### src/lewr_pkg.sv
`timescale 1ns / 1ps
package lewr_pkg;

    // line store geometry
    localparam int LINE_DEPTH  = 48;
    localparam int CUR_W       = $clog2(LINE_DEPTH + 1);
    localparam int ADDR_W      = $clog2(LINE_DEPTH);

    // front to back queue
    localparam int QUEUE_DEPTH = 2;
    localparam int QPTR_W      = (QUEUE_DEPTH > 1) ? $clog2(QUEUE_DEPTH) : 1;
    localparam int QCNT_W      = $clog2(QUEUE_DEPTH + 1);

    // fixed field widths
    localparam int BYTE_W      = 8;
    localparam int COUNT_W     = 6;
    localparam int WCOL_W      = 6;
    localparam int CFG_IDX_W   = 3;

    typedef logic [CUR_W-1:0]     t_cur;
    typedef logic [ADDR_W-1:0]    t_addr;
    typedef logic [QPTR_W-1:0]    t_qptr;
    typedef logic [QCNT_W-1:0]    t_qcnt;
    typedef logic [BYTE_W-1:0]    t_byte;
    typedef logic [COUNT_W-1:0]   t_cnt;
    typedef logic [WCOL_W-1:0]    t_wcol;
    typedef logic [CFG_IDX_W-1:0] t_cfg_idx;

    // character codes
    localparam t_byte SPACE_BYTE   = 8'h20;
    localparam t_byte NEWLINE_BYTE = 8'h0A;
    localparam t_byte PRINT_LO     = 8'h20;
    localparam t_byte PRINT_HI     = 8'h7E;

    // register indexes
    localparam t_cfg_idx CFG_EOF    = 3'd0;
    localparam t_cfg_idx CFG_ERASE  = 3'd1;
    localparam t_cfg_idx CFG_KILL   = 3'd2;
    localparam t_cfg_idx CFG_WERASE = 3'd3;
    localparam t_cfg_idx CFG_WRAP   = 3'd4;

    // register reset values
    localparam t_byte RST_EOF    = 8'd4;
    localparam t_byte RST_ERASE  = 8'd127;
    localparam t_byte RST_KILL   = 8'd21;
    localparam t_byte RST_WERASE = 8'd23;
    localparam t_wcol RST_WRAP   = 6'd40;

    // edit actions
    typedef enum logic [2:0] {
        ACT_ECHO    = 3'd0,
        ACT_ERASE   = 3'd1,
        ACT_BELL    = 3'd2,
        ACT_NEWLINE = 3'd3,
        ACT_END     = 3'd4
    } t_action;

    // editing registers
    typedef struct packed {
        t_byte eof_char;
        t_byte erase_char;
        t_byte kill_char;
        t_byte word_erase_char;
        t_wcol wrap_column;
    } t_cfg;

    // classified item as queued between front and back
    typedef struct packed {
        t_byte data;
        logic  is_eof;
        logic  is_erase;
        logic  is_kill;
        logic  is_werase;
        logic  is_nl;
        logic  is_print;
        logic  is_space;
    } t_item;

endpackage

### src/lewr_ram.sv
`timescale 1ns / 1ps
module lewr_ram #(
    parameter int WIDTH = 8,
    parameter int DEPTH = 48
) (
    input  logic                     i_clk,
    input  logic                     i_we,
    input  logic [$clog2(DEPTH)-1:0] i_waddr,
    input  logic [WIDTH-1:0]         i_wdata,
    input  logic                     i_re,
    input  logic [$clog2(DEPTH)-1:0] i_raddr,
    output logic [WIDTH-1:0]         o_rdata
);

    logic [WIDTH-1:0] r_mem [DEPTH];
    logic [WIDTH-1:0] r_rdata;

    // one write port, one registered read port
    always_ff @(posedge i_clk) begin
        if (i_we) begin
            r_mem[i_waddr] <= i_wdata;
        end
        if (i_re) begin
            r_rdata <= r_mem[i_raddr];
        end
    end

    assign o_rdata = r_rdata;

endmodule

### src/lewr_front.sv
`timescale 1ns / 1ps
module lewr_front (
    input  logic           i_clk,
    input  logic           i_rst_n,
    input  lewr_pkg::t_cfg i_cfg,
    input  logic           i_valid,
    output logic           o_ready,
    input  lewr_pkg::t_byte i_byte,
    output logic           o_q_valid,
    output lewr_pkg::t_item o_q_item,
    input  logic           i_q_pop
);

    lewr_pkg::t_item r_q [lewr_pkg::QUEUE_DEPTH];
    lewr_pkg::t_qptr r_wr;
    lewr_pkg::t_qptr r_rd;
    lewr_pkg::t_qcnt r_cnt;
    lewr_pkg::t_item cls;
    logic            push;
    logic            pop;

    // classify the incoming byte against the editing registers
    always_comb begin
        cls.data      = i_byte;
        cls.is_eof    = (i_byte == i_cfg.eof_char);
        cls.is_erase  = (i_byte == i_cfg.erase_char);
        cls.is_kill   = (i_byte == i_cfg.kill_char);
        cls.is_werase = (i_byte == i_cfg.word_erase_char);
        cls.is_nl     = (i_byte == lewr_pkg::NEWLINE_BYTE);
        cls.is_print  = (i_byte >= lewr_pkg::PRINT_LO) && (i_byte <= lewr_pkg::PRINT_HI);
        cls.is_space  = (i_byte == lewr_pkg::SPACE_BYTE);
    end

    assign o_ready   = (r_cnt != lewr_pkg::t_qcnt'(lewr_pkg::QUEUE_DEPTH));
    assign push      = i_valid && o_ready;
    assign pop       = i_q_pop && o_q_valid;
    assign o_q_valid = (r_cnt != '0);
    assign o_q_item  = r_q[r_rd];

    // queue payload
    always_ff @(posedge i_clk) begin
        if (push) begin
            r_q[r_wr] <= cls;
        end
    end

    // queue pointers and fill count
    always_ff @(posedge i_clk) begin
        if (!i_rst_n) begin
            r_wr  <= '0;
            r_rd  <= '0;
            r_cnt <= '0;
        end else begin
            if (push) begin
                r_wr <= (r_wr == lewr_pkg::t_qptr'(lewr_pkg::QUEUE_DEPTH - 1)) ? '0
                                                                               : r_wr + 1'b1;
            end
            if (pop) begin
                r_rd <= (r_rd == lewr_pkg::t_qptr'(lewr_pkg::QUEUE_DEPTH - 1)) ? '0
                                                                               : r_rd + 1'b1;
            end
            if (push && !pop) begin
                r_cnt <= r_cnt + 1'b1;
            end else if (pop && !push) begin
                r_cnt <= r_cnt - 1'b1;
            end
        end
    end

endmodule

### src/lewr_back.sv
`timescale 1ns / 1ps
module lewr_back (
    input  logic              i_clk,
    input  logic              i_rst_n,
    input  lewr_pkg::t_wcol   i_wrap_col,
    input  logic              i_q_valid,
    input  lewr_pkg::t_item   i_q_item,
    output logic              o_q_pop,
    output logic              o_out_valid,
    input  logic              i_out_ready,
    output logic [2:0]        o_action,
    output lewr_pkg::t_byte   o_echo_byte,
    output lewr_pkg::t_cnt    o_erase_count,
    output logic              o_last
);

    typedef enum logic [7:0] {
        ST_IDLE = 8'b0000_0001,
        ST_EMIT = 8'b0000_0010,
        ST_RD   = 8'b0000_0100,
        ST_CHK  = 8'b0000_1000,
        ST_DONE = 8'b0001_0000,
        ST_NL   = 8'b0010_0000,
        ST_CRD  = 8'b0100_0000,
        ST_ECHO = 8'b1000_0000
    } t_state;

    t_state            r_state,  n_state;
    t_state            r_after,  n_after;
    lewr_pkg::t_cur    r_cursor, n_cursor;
    lewr_pkg::t_cur    r_pos,    n_pos;
    logic              r_phase,  n_phase;
    logic              r_kind_wrap, n_kind_wrap;
    logic              r_nsp,    n_nsp;
    lewr_pkg::t_cur    r_start,  n_start;
    lewr_pkg::t_cur    r_len,    n_len;
    lewr_pkg::t_cur    r_idx,    n_idx;
    lewr_pkg::t_action r_em_action, n_em_action;
    lewr_pkg::t_byte   r_em_byte,   n_em_byte;
    lewr_pkg::t_cur    r_em_count,  n_em_count;
    logic              r_em_last,   n_em_last;

    logic              r_out_valid, n_out_valid;
    lewr_pkg::t_action r_out_action, n_out_action;
    lewr_pkg::t_byte   r_out_byte,   n_out_byte;
    lewr_pkg::t_cnt    r_out_count,  n_out_count;
    logic              r_out_last,   n_out_last;

    logic              can_emit;
    logic              l_prim;
    logic              l_wrap;
    lewr_pkg::t_cur    l_new_cur;
    logic              ram_we;
    lewr_pkg::t_addr   ram_waddr;
    lewr_pkg::t_byte   ram_wdata;
    logic              ram_re;
    lewr_pkg::t_addr   ram_raddr;
    lewr_pkg::t_byte   ram_rdata;

    lewr_ram #(
        .WIDTH (lewr_pkg::BYTE_W),
        .DEPTH (lewr_pkg::LINE_DEPTH)
    ) u_line_store (
        .i_clk   (i_clk),
        .i_we    (ram_we),
        .i_waddr (ram_waddr),
        .i_wdata (ram_wdata),
        .i_re    (ram_re),
        .i_raddr (ram_raddr),
        .o_rdata (ram_rdata)
    );

    // output register frees up when empty or being taken
    assign can_emit = !r_out_valid || i_out_ready;

    // edit sequencer
    always_comb begin
        n_state      = r_state;
        n_after      = r_after;
        n_cursor     = r_cursor;
        n_pos        = r_pos;
        n_phase      = r_phase;
        n_kind_wrap  = r_kind_wrap;
        n_nsp        = r_nsp;
        n_start      = r_start;
        n_len        = r_len;
        n_idx        = r_idx;
        n_em_action  = r_em_action;
        n_em_byte    = r_em_byte;
        n_em_count   = r_em_count;
        n_em_last    = r_em_last;
        n_out_valid  = r_out_valid && !i_out_ready;
        n_out_action = r_out_action;
        n_out_byte   = r_out_byte;
        n_out_count  = r_out_count;
        n_out_last   = r_out_last;
        o_q_pop      = 1'b0;
        l_prim       = 1'b0;
        l_wrap       = 1'b0;
        l_new_cur    = r_cursor;
        ram_we       = 1'b0;
        ram_waddr    = lewr_pkg::t_addr'(r_cursor);
        ram_wdata    = i_q_item.data;
        ram_re       = 1'b0;
        ram_raddr    = lewr_pkg::t_addr'(r_pos - lewr_pkg::t_cur'(1));

        unique case (r_state)
            ST_IDLE: begin
                if (i_q_valid) begin
                    o_q_pop     = 1'b1;
                    n_nsp       = !i_q_item.is_space;
                    n_em_byte   = '0;
                    n_em_count  = '0;
                    n_state     = ST_EMIT;
                    l_prim      = 1'b1;
                    if (i_q_item.is_eof && (r_cursor == '0)) begin
                        // end of input on an empty line, no wrap check
                        l_prim      = 1'b0;
                        n_em_action = lewr_pkg::ACT_END;
                        n_em_last   = 1'b1;
                        n_after     = ST_IDLE;
                    end else if (i_q_item.is_erase && (r_cursor != '0)) begin
                        l_new_cur   = r_cursor - lewr_pkg::t_cur'(1);
                        n_em_action = lewr_pkg::ACT_ERASE;
                        n_em_count  = lewr_pkg::t_cur'(1);
                    end else if (i_q_item.is_kill && (r_cursor != '0)) begin
                        l_new_cur   = '0;
                        n_em_action = lewr_pkg::ACT_ERASE;
                        n_em_count  = r_cursor;
                    end else if (i_q_item.is_werase && (r_cursor != '0)) begin
                        // skip trailing spaces, then the word
                        l_prim      = 1'b0;
                        n_pos       = r_cursor;
                        n_phase     = 1'b0;
                        n_kind_wrap = 1'b0;
                        n_state     = ST_RD;
                    end else if (i_q_item.is_nl) begin
                        l_new_cur   = '0;
                        n_em_action = lewr_pkg::ACT_NEWLINE;
                    end else if (!i_q_item.is_print ||
                                 (r_cursor >= lewr_pkg::t_cur'(lewr_pkg::LINE_DEPTH))) begin
                        n_em_action = lewr_pkg::ACT_BELL;
                    end else begin
                        ram_we      = 1'b1;
                        l_new_cur   = r_cursor + lewr_pkg::t_cur'(1);
                        n_em_action = lewr_pkg::ACT_ECHO;
                        n_em_byte   = i_q_item.data;
                    end
                    if (l_prim) begin
                        l_wrap      = !i_q_item.is_space &&
                                      (int'(l_new_cur) >= int'(i_wrap_col));
                        n_cursor    = l_new_cur;
                        n_em_last   = !l_wrap;
                        n_after     = l_wrap ? ST_RD : ST_IDLE;
                        n_pos       = l_new_cur;
                        n_phase     = 1'b1;
                        n_kind_wrap = 1'b1;
                    end
                end
            end
            ST_EMIT: begin
                if (can_emit) begin
                    n_out_valid  = 1'b1;
                    n_out_action = r_em_action;
                    n_out_byte   = r_em_byte;
                    n_out_count  = lewr_pkg::t_cnt'(r_em_count);
                    n_out_last   = r_em_last;
                    n_state      = r_after;
                end
            end
            ST_RD: begin
                if (r_pos == '0) begin
                    n_state = ST_DONE;
                end else begin
                    ram_re  = 1'b1;
                    n_state = ST_CHK;
                end
            end
            ST_CHK: begin
                if (!r_phase) begin
                    // trailing spaces phase ends at the first non-space
                    n_pos   = r_pos - lewr_pkg::t_cur'(1);
                    n_phase = (ram_rdata != lewr_pkg::SPACE_BYTE);
                    n_state = ST_RD;
                end else if (ram_rdata != lewr_pkg::SPACE_BYTE) begin
                    n_pos   = r_pos - lewr_pkg::t_cur'(1);
                    n_state = ST_RD;
                end else begin
                    n_state = ST_DONE;
                end
            end
            ST_DONE: begin
                n_em_byte  = '0;
                n_em_count = '0;
                if (!r_kind_wrap) begin
                    // word erase result, then wrap check on the new cursor
                    l_wrap      = r_nsp && (int'(r_pos) >= int'(i_wrap_col));
                    n_em_action = lewr_pkg::ACT_ERASE;
                    n_em_count  = r_cursor - r_pos;
                    n_em_last   = !l_wrap;
                    n_after     = l_wrap ? ST_RD : ST_IDLE;
                    n_cursor    = r_pos;
                    n_phase     = 1'b1;
                    n_kind_wrap = 1'b1;
                    n_state     = ST_EMIT;
                end else if (r_pos == '0) begin
                    // no space on the line: bare newline
                    n_em_action = lewr_pkg::ACT_NEWLINE;
                    n_em_last   = 1'b1;
                    n_after     = ST_IDLE;
                    n_cursor    = '0;
                    n_state     = ST_EMIT;
                end else begin
                    n_start  = r_pos;
                    n_len    = r_cursor - r_pos;
                    n_idx    = '0;
                    n_cursor = r_cursor - r_pos;
                    if (r_cursor != r_pos) begin
                        n_em_action = lewr_pkg::ACT_ERASE;
                        n_em_count  = r_cursor - r_pos;
                        n_em_last   = 1'b0;
                        n_after     = ST_NL;
                        n_state     = ST_EMIT;
                    end else begin
                        n_state = ST_NL;
                    end
                end
            end
            ST_NL: begin
                n_em_action = lewr_pkg::ACT_NEWLINE;
                n_em_byte   = '0;
                n_em_count  = '0;
                n_em_last   = (r_len == '0);
                n_after     = (r_len == '0) ? ST_IDLE : ST_CRD;
                n_state     = ST_EMIT;
            end
            ST_CRD: begin
                ram_re    = 1'b1;
                ram_raddr = lewr_pkg::t_addr'(r_start + r_idx);
                n_state   = ST_ECHO;
            end
            ST_ECHO: begin
                // echo the moved byte and store it at the line start
                if (can_emit) begin
                    n_out_valid  = 1'b1;
                    n_out_action = lewr_pkg::ACT_ECHO;
                    n_out_byte   = ram_rdata;
                    n_out_count  = '0;
                    n_out_last   = (r_idx == r_len - lewr_pkg::t_cur'(1));
                    ram_we       = 1'b1;
                    ram_waddr    = lewr_pkg::t_addr'(r_idx);
                    ram_wdata    = ram_rdata;
                    n_idx        = r_idx + lewr_pkg::t_cur'(1);
                    n_state      = (r_idx == r_len - lewr_pkg::t_cur'(1)) ? ST_IDLE : ST_CRD;
                end
            end
            default: begin
                n_state = ST_IDLE;
            end
        endcase
    end

    // control state
    always_ff @(posedge i_clk) begin
        if (!i_rst_n) begin
            r_state     <= ST_IDLE;
            r_after     <= ST_IDLE;
            r_cursor    <= '0;
            r_out_valid <= 1'b0;
        end else begin
            r_state     <= n_state;
            r_after     <= n_after;
            r_cursor    <= n_cursor;
            r_out_valid <= n_out_valid;
        end
    end

    // working and result payload
    always_ff @(posedge i_clk) begin
        r_pos        <= n_pos;
        r_phase      <= n_phase;
        r_kind_wrap  <= n_kind_wrap;
        r_nsp        <= n_nsp;
        r_start      <= n_start;
        r_len        <= n_len;
        r_idx        <= n_idx;
        r_em_action  <= n_em_action;
        r_em_byte    <= n_em_byte;
        r_em_count   <= n_em_count;
        r_em_last    <= n_em_last;
        r_out_action <= n_out_action;
        r_out_byte   <= n_out_byte;
        r_out_count  <= n_out_count;
        r_out_last   <= n_out_last;
    end

    assign o_out_valid   = r_out_valid;
    assign o_action      = r_out_action;
    assign o_echo_byte   = r_out_byte;
    assign o_erase_count = r_out_count;
    assign o_last        = r_out_last;

endmodule

### src/line_editor_with_word_wrap.sv
`timescale 1ns / 1ps
// path: a simple byte is queued, taken in ST_IDLE, then passed through ST_EMIT to the output register
// a new queued byte is taken only once all results of the last one are emitted; scans of the
// line store visit each stored byte through ST_RD and ST_CHK, and each re-echoed byte of a wrap
// goes through ST_CRD and ST_ECHO, all set by the single registered read port of the line store
// the longest run is for a printable byte that wraps a line-long word
// reset: synchronous, active low; clears cursor, queue and registers, line store left as is
module line_editor_with_word_wrap (
    input  logic       i_clk,
    input  logic       i_rst_n,
    input  logic       i_in_valid,
    output logic       o_in_ready,
    input  logic [7:0] i_typed_byte,
    output logic       o_out_valid,
    input  logic       i_out_ready,
    output logic [2:0] o_action,
    output logic [7:0] o_echo_byte,
    output logic [5:0] o_erase_count,
    output logic       o_last,
    input  logic       i_cfg_valid,
    output logic       o_cfg_ready,
    input  logic [2:0] i_cfg_index,
    input  logic [7:0] i_cfg_data
);

    lewr_pkg::t_cfg  r_cfg;
    logic            q_valid;
    lewr_pkg::t_item q_item;
    logic            q_pop;

    assign o_cfg_ready = 1'b1;

    // editing registers
    always_ff @(posedge i_clk) begin
        if (!i_rst_n) begin
            r_cfg.eof_char        <= lewr_pkg::RST_EOF;
            r_cfg.erase_char      <= lewr_pkg::RST_ERASE;
            r_cfg.kill_char       <= lewr_pkg::RST_KILL;
            r_cfg.word_erase_char <= lewr_pkg::RST_WERASE;
            r_cfg.wrap_column     <= lewr_pkg::RST_WRAP;
        end else if (i_cfg_valid) begin
            unique case (i_cfg_index)
                lewr_pkg::CFG_EOF:    r_cfg.eof_char        <= i_cfg_data;
                lewr_pkg::CFG_ERASE:  r_cfg.erase_char      <= i_cfg_data;
                lewr_pkg::CFG_KILL:   r_cfg.kill_char       <= i_cfg_data;
                lewr_pkg::CFG_WERASE: r_cfg.word_erase_char <= i_cfg_data;
                lewr_pkg::CFG_WRAP:   r_cfg.wrap_column     <= i_cfg_data[5:0];
                default: begin
                end
            endcase
        end
    end

    // accept and classify
    lewr_front u_front (
        .i_clk     (i_clk),
        .i_rst_n   (i_rst_n),
        .i_cfg     (r_cfg),
        .i_valid   (i_in_valid),
        .o_ready   (o_in_ready),
        .i_byte    (i_typed_byte),
        .o_q_valid (q_valid),
        .o_q_item  (q_item),
        .i_q_pop   (q_pop)
    );

    // line store and edit sequencer
    lewr_back u_back (
        .i_clk         (i_clk),
        .i_rst_n       (i_rst_n),
        .i_wrap_col    (r_cfg.wrap_column),
        .i_q_valid     (q_valid),
        .i_q_item      (q_item),
        .o_q_pop       (q_pop),
        .o_out_valid   (o_out_valid),
        .i_out_ready   (i_out_ready),
        .o_action      (o_action),
        .o_echo_byte   (o_echo_byte),
        .o_erase_count (o_erase_count),
        .o_last        (o_last)
    );

endmodule

### config.mk
export PLATFORM = sky130hd
export DESIGN_NAME = line_editor_with_word_wrap
export DESIGN_NICKNAME = d
export VERILOG_FILES = /design/src/lewr_pkg.sv /design/src/lewr_ram.sv /design/src/lewr_front.sv /design/src/lewr_back.sv /design/src/line_editor_with_word_wrap.sv
export SDC_FILE = /design/constraint.sdc
export NUM_CORES = 1
export LEC_CHECK = 0
export BUFFER_PORTS_ARGS = -buffer_cell sky130_fd_sc_hd__buf_2
export CORE_MARGIN = 4
export CORE_UTILIZATION = 50
export DETAILED_ROUTE_END_ITERATION = 10
export PLACE_DENSITY = 0.66
export SETUP_SLACK_MARGIN = 0.1
export SYNTH_ARGS = -nofsm -noshare
export SYNTH_HDL_FRONTEND = slang
export SYNTH_SLANG_ARGS = --single-unit
### constraint.sdc
create_clock -name i_clk -period 5.8 [get_ports i_clk]
set_clock_uncertainty 0.05 [all_clocks]
set_input_delay 0.58 -clock i_clk [delete_from_list [all_inputs] [get_ports i_clk]]
set_output_delay 0.58 -clock i_clk [all_outputs]
set_load 0.01 [all_outputs]
### Word level (Yosys, flattened, before mapping)

Memory sizes are Yosys's and may differ from the RTL's. A register that Yosys moved wholly into a read port is not among the register bits.
Index checks and enable logic that the tools add are counted.

* bits in registers: 128
* bits in writable memories: 414
* input bits: 24
* output and inout bits: 21
* word-level logic and storage cells: 282
* memories: 2

* $add $sub $neg: 11
* $lt $le $gt $ge: 5
* eq/ne operators: 37
* mux-type cells: 143
* bitwise operators: 1
* reduce and logical (&&, ||, !) cells: 56

Memory list
* u_back.u_line_store.r_mem: words 48, width 8, rd ports 1, clocked after memory_dff 1, write ports 1, RTL line lewr_ram.sv:15 `logic [WIDTH-1:0] r_mem [DEPTH];`
* u_front.r_q: words 2, width 15, rd ports 1, clocked after memory_dff 1, write ports 1, RTL line lewr_front.sv:14 `lewr_pkg::t_item r_q [lewr_pkg::QUEUE_DEPTH];`

Operator list (count)
* two-way mux 6 bit: 36
* two-way mux 8 bit: 26
* case mux 8 bit (8 select lines): 1
* case mux 6 bit (2 select lines): 4
* two-way mux 1 bit: 43
* two-way mux 3 bit: 14
* equality test 8 bit: 4
* case mux 8 bit (2 select lines): 2
* case mux 8 bit (3 select lines): 1
* logical NOT 6 bit: 3
* case mux 6 bit (3 select lines): 1
* subtractor 6 x 1 -> 6 bit (second input constant): 3
* equality test 8 x 4 -> 1 bit (second input constant): 2
* equality test 8 x 6 -> 1 bit (second input constant): 2
* AND reduction 2 bit: 8
* two-way mux 7 bit: 2
* AND reduction 7 bit: 2
* nonzero test 2 bit: 7
* adder 6 x 1 -> 6 bit (second input constant): 2
* greater-or-equal comparator 6 bit: 2
* logical AND 1 bit: 12
* inequality test 3 bit (second input constant): 4
* AND reduction 3 bit: 4
* AND reduction 4 bit: 3
* 39 further kinds: 65

### Logic depth before layout (Yosys ltp)

* depth in word-level cells: 16
* depth in mapped cells: 16
* mapped depth without buffers: 15

### By module

A second synthesis with hierarchy kept.

* cell total of the unflattened synthesis: 1639
* area, all modules: 24063.1 um2

By module, submodules not included
* lewr_ram: times used 1, cells each 790, area an instance 15414.8 um2, sequential area each 11771.3 um2
* lewr_back: times used 1, cells each 567, area an instance 5342.6 um2, sequential area each 2272.2 um2
* lewr_front: times used 1, cells each 133, area an instance 1765.4 um2, sequential area each 1001.0 um2
* line_editor_with_word_wrap: times used 1, cells each 149, area an instance 1540.2 um2, sequential area each 760.7 um2

### Least setup slack after synthesis

OpenSTA, ideal clock, no wires.

* path kind: register to register
* from: reg u_back.r_state[0]
* to: mem u_back.u_line_store.r_mem[0][6], data pin
* library setup time: 0.463 ns
* data arrival time: 3.109 ns
* slack: 2.179 ns
* cell stages (with the launch flop): 8
* path through: dfxtp_1 nor4_1 buf_2 and4b_1 nand2_1 clkbuf_1 clkbuf_1 a21oi_1

* longest elaborated chain between the ends: 2

Ends and longest elaborated chain
* start, declared: RTL line lewr_back.sv:28 `t_state r_state, n_state;`
* start signal, assigned: RTL line lewr_back.sv:271 `r_state <= n_state;`
* equality test 8 bit: RTL line lewr_back.sv:107 `unique case (r_state)`
* two-way mux 8 bit: RTL line lewr_back.sv:107
* named net u_back.ram_wdata[6]: RTL line lewr_back.sv:55 `lewr_pkg::t_byte ram_wdata;`
* end, declared: RTL line lewr_ram.sv:15

The timed path passes the listed nets, and every way through them passes these cells.

### Worst setup path after layout

* from: reg u_back.r_pos[0]
* to: reg u_back.u_line_store.r_rdata[0], in the netlist u_back.u_line_store.o_rdata[0], read port of u_back.u_line_store.r_mem, data pin

* longest elaborated chain between the ends: 3
* elaborated cells between the ends (all ways): 5
* those cells by class: add/sub (1); mux (3); reduce/logical (1)

Ends and longest elaborated chain
* start, declared: RTL line lewr_back.sv:31 `lewr_pkg::t_cur r_pos, n_pos;`
* start signal, assigned: RTL line lewr_back.sv:280 `r_pos <= n_pos;`
* branches (longest 3 deep; another with subtractor 6 x 1 -> 6 bit)
* end, declared: RTL line lewr_ram.sv:16 `logic [WIDTH-1:0] r_rdata;`

Several ways; the timed one is not identified.
A chain may end at the register's enable or synchronous reset.

==> impl_metrics.yaml <==
outcome:
  status: "finished, final reports clean"
sta:
  fin_ws_ns: 1.18
  worst_slew_pin_slew_ns: 1.23
  hold-worst-slack_ns: 0.232
  fin_crit_ns: 4.62
  slew_headroom: 0.176
  finalSetupViolations: 0
  period_share: 0.797
  setup_tns_ns: 0
  report.final.slew_viol_count: 0
  finalHoldViolations: 0
  rsz0062_at_grt: "no"
  max_freq_ghz: 0.216
critical_path:
  cp_max_fo: 23
  required_ns: 6.12
  crit_type: "flop to flop"
  crit_path_end_kind: "flop"
  reg2reg_slack_ns: 1.18
  worstPathArrival_ns: 4.94
  startpoint_type: "flop"
clocking:
  numCtsBuffers: 54
  hold_buffers: 0
  insertion_delay_ns: 0.63
  cts-root-buf: "clkbuf_16"
  clkSlewWorstSetupHoldPaths_ns: 0.06
  clk_path_buf_depth: 3
  cts_tree: "done"
  htreeDepth: 2
  postCtsSetupRepairBufs: 0
  cts_sinks: 547
  cts_resized: 0
place:
  portBuffers: 43
  pre_cts_ws_ns: 1.28
  place_congestion: 0.921
  dpl_cell_area_mm2: 0.0251
  hpwl_um: 40900
logic_synthesis:
  synth_seq_cells: 547
  synth_cell_types: 84
  synth.top_cell.area_share: 0.598
  synth.area.top_cells: "edfxtp_1 (60%), dfxtp_1 (5.1%), nand2_1 (4.1%)"
  synth_top_area_cell: "edfxtp_1"
  synth_edf_count: 485
  synthTopCellsByCount: "edfxtp_1 (485), nand2_1 (264), nand3_1 (140)"
  async_reset_ff_frac: 0
  ys_seq_area_frac: 0.649
  synth_most_common_cell: "edfxtp_1"
  synth_nets: 1982
  synthFlopType: "edfxtp_1"
  synth_cells: 1927
  avgSynthCellArea_um2: 12.6
  syn-cell-area_mm2: 0.0244
  yosysWarningCount: 0
drt:
  wl_met2_um: 29100
  routed_via_density: 6.20
  wl_per_cell_um: 23.9
  antenna_left: 0
  vias: 16100
  wl_met1_um: 26500
  dr.pass1.iters: 5
  dr.max_layer_used: "met4"
  post-route-drc-count: 0
  drtIter0Drc: 2074
  wirelength_um: 62100
  wl_met3_um: 4670
global_route:
  grt_first_pass_wirelength_um: 93900
  grt_max_degree: 62
  antenna_found_initial: 1
  track_usage: 0.232
  overflow: 0
  grt_pass1_vias: 15500
floorplan:
  die_area_mm2: 0.0523
  die_h_um: 229
  start_util: 0.508
  rows: 80
  die_w_um: 229
  core-area_mm2: 0.0479
  pin_count: 45
power:
  total_power_mw: 13.3
  p_leak_nw: 9.07
  powerDensity_mw_per_mm2: 496
  ir_drop_v: 0.000324
job:
  cap_violations: 0
cells_and_area:
  fin_area_mm2: 0.0269
  nFillCells: 3830
  drive_above_1_share: 0.114
  areaGrowthSynthToFinish_pct: 10.5
  final_nets: 1993
hold_path:
  hp-class: "primary input to flop"
## critical path: stages, from the launching register on
cell and delay (ns):
edfxtp_1 0.89, inv_1 0.33, ha_1 0.35, xor2_1 0.21
a211oi_1 0.99, a22oi_1 0.55, o32ai_1 0.34, a211oi_1 0.08
nor4_1 0.48, nor4b_2 0.09
## final timing paths
kind | from | end | cells past startpoint
worst min register to register | r_cfg[11]$_SDFFE_PN0P_ | r_cfg[11]$_SDFFE_PN0P_ | 2
worst max-delay path | u_back.r_pos[0]$_DFFE_PP_ | u_back.u_line_store.o_rdata[0]$_DFFE_PP_ | 9
worst min-delay path | i_cfg_data[7] | r_cfg[13]$_SDFFE_PN0P_ | 3
worst max register to register | u_back.r_pos[0]$_DFFE_PP_ | u_back.u_line_store.o_rdata[0]$_DFFE_PP_ | 9
## sequential cells by signal, indices dropped and copies added (netlist names), 2 cells and up, named ones only
signal,cells
u_back.u_line_store.o_rdata,8
u_back.u_line_store.r_mem,384
u_front.r_cnt,2
u_back.o_action,3
u_back.r_after,4
u_back.r_state,8
r_cfg,38
u_back.r_len,6
u_back.r_em_action,3
u_back.r_pos,6
u_back.r_start,6
u_front.r_q,30
u_back.o_erase_count,6
u_back.r_em_count,6
u_back.r_idx,6
u_back.o_echo_byte,8
u_back.r_em_byte,8
u_back.r_cursor,6
## cells in the final DEF (no fill, tap or decap), drive strengths merged, types with 13 or more instances in the layout
| cell type | Yosys | layout |
|---|---|---|
| a211oi | 23 | 23 |
| a21boi | 36 | 36 |
| a21oi | 27 | 27 |
| a22oi | 22 | 22 |
| a31oi | 23 | 23 |
| a32oi | 26 | 26 |
| and2 | 23 | 23 |
| and3 | 35 | 35 |
| buf | 35 | 70 |
| clkbuf | 80 | 70 |
| clkinv | 0 | 22 |
| dfxtp | 62 | 62 |
| edfxtp | 485 | 485 |
| ha | 29 | 29 |
| inv | 26 | 28 |
| mux2 | 22 | 22 |
| mux2i | 39 | 39 |
| mux4 | 16 | 16 |
| nand2 | 265 | 265 |
| nand2b | 29 | 29 |
| nand3 | 140 | 140 |
| nand4 | 19 | 19 |
| nor2 | 129 | 129 |
| nor2b | 20 | 20 |
| nor3 | 13 | 13 |
| nor4 | 18 | 18 |
| o21ai | 72 | 72 |
| o21bai | 16 | 16 |
| o311ai | 18 | 18 |
| xnor2 | 46 | 46 |
| xor2 | 14 | 14 |
## where the power goes
part | internal (mW) | switching [mW] | leakage, nW
registers | 4.83 | 0.193 | 4.88
logic | 1.57 | 3.25 | 3.33
clock network | 1.99 | 1.51 | 0.859
total | 8.39 | 4.96 | 9.07
## per-layer routing
metal  track usage  up-vias
li1              -     7293
met1         0.333     7952
met2         0.367      742
met3        0.0334      131
met4        0.0779        0
met5             0        -
## logic make-up (layout without fill, tap and decap cells)
family | count (synthesis) | in the layout | synth area share
flip-flops | 547 | 547 | 0.649
multiplexers | 77 | 77 | 0.0410
AO/OA/AOI/OAI | 333 | 333 | 0.0971
other | 1 | 2 | 0.000154
XOR/XNOR | 60 | 60 | 0.0216
buffers and inverters | 141 | 198 | 0.0262
AND/OR/NAND/NOR | 737 | 737 | 0.149
adder cells (fa/ha/maj) | 31 | 31 | 0.0165
## layout make-up
cell class | instances | area [um2] | area share
flip-flops and latches | 547 | 15800 | 0.587
well taps | 615 | 769 | 0.0286
clock inverters | 32 | 339 | 0.0126
diodes | 1 | 2.50 | 0.0000929
repair buffers | 70 | 418 | 0.0155
multi-input cells | 1239 | 8060 | 0.299
clock buffers | 70 | 1440 | 0.0535
inverters | 26 | 97.6 | 0.00362
## metrics by stage
stage / std cells / utilization
2_1_floorplan: 1927 / -
3_3_place_gp: 2497 / 0.524
3_5_place_dp: 2497 / 0.524
4_1_cts: 2599 / 0.562
5_1_grt: 2599 / 0.562
6_report: 2600 / 0.562
Power figures use the tool's default switching activity.
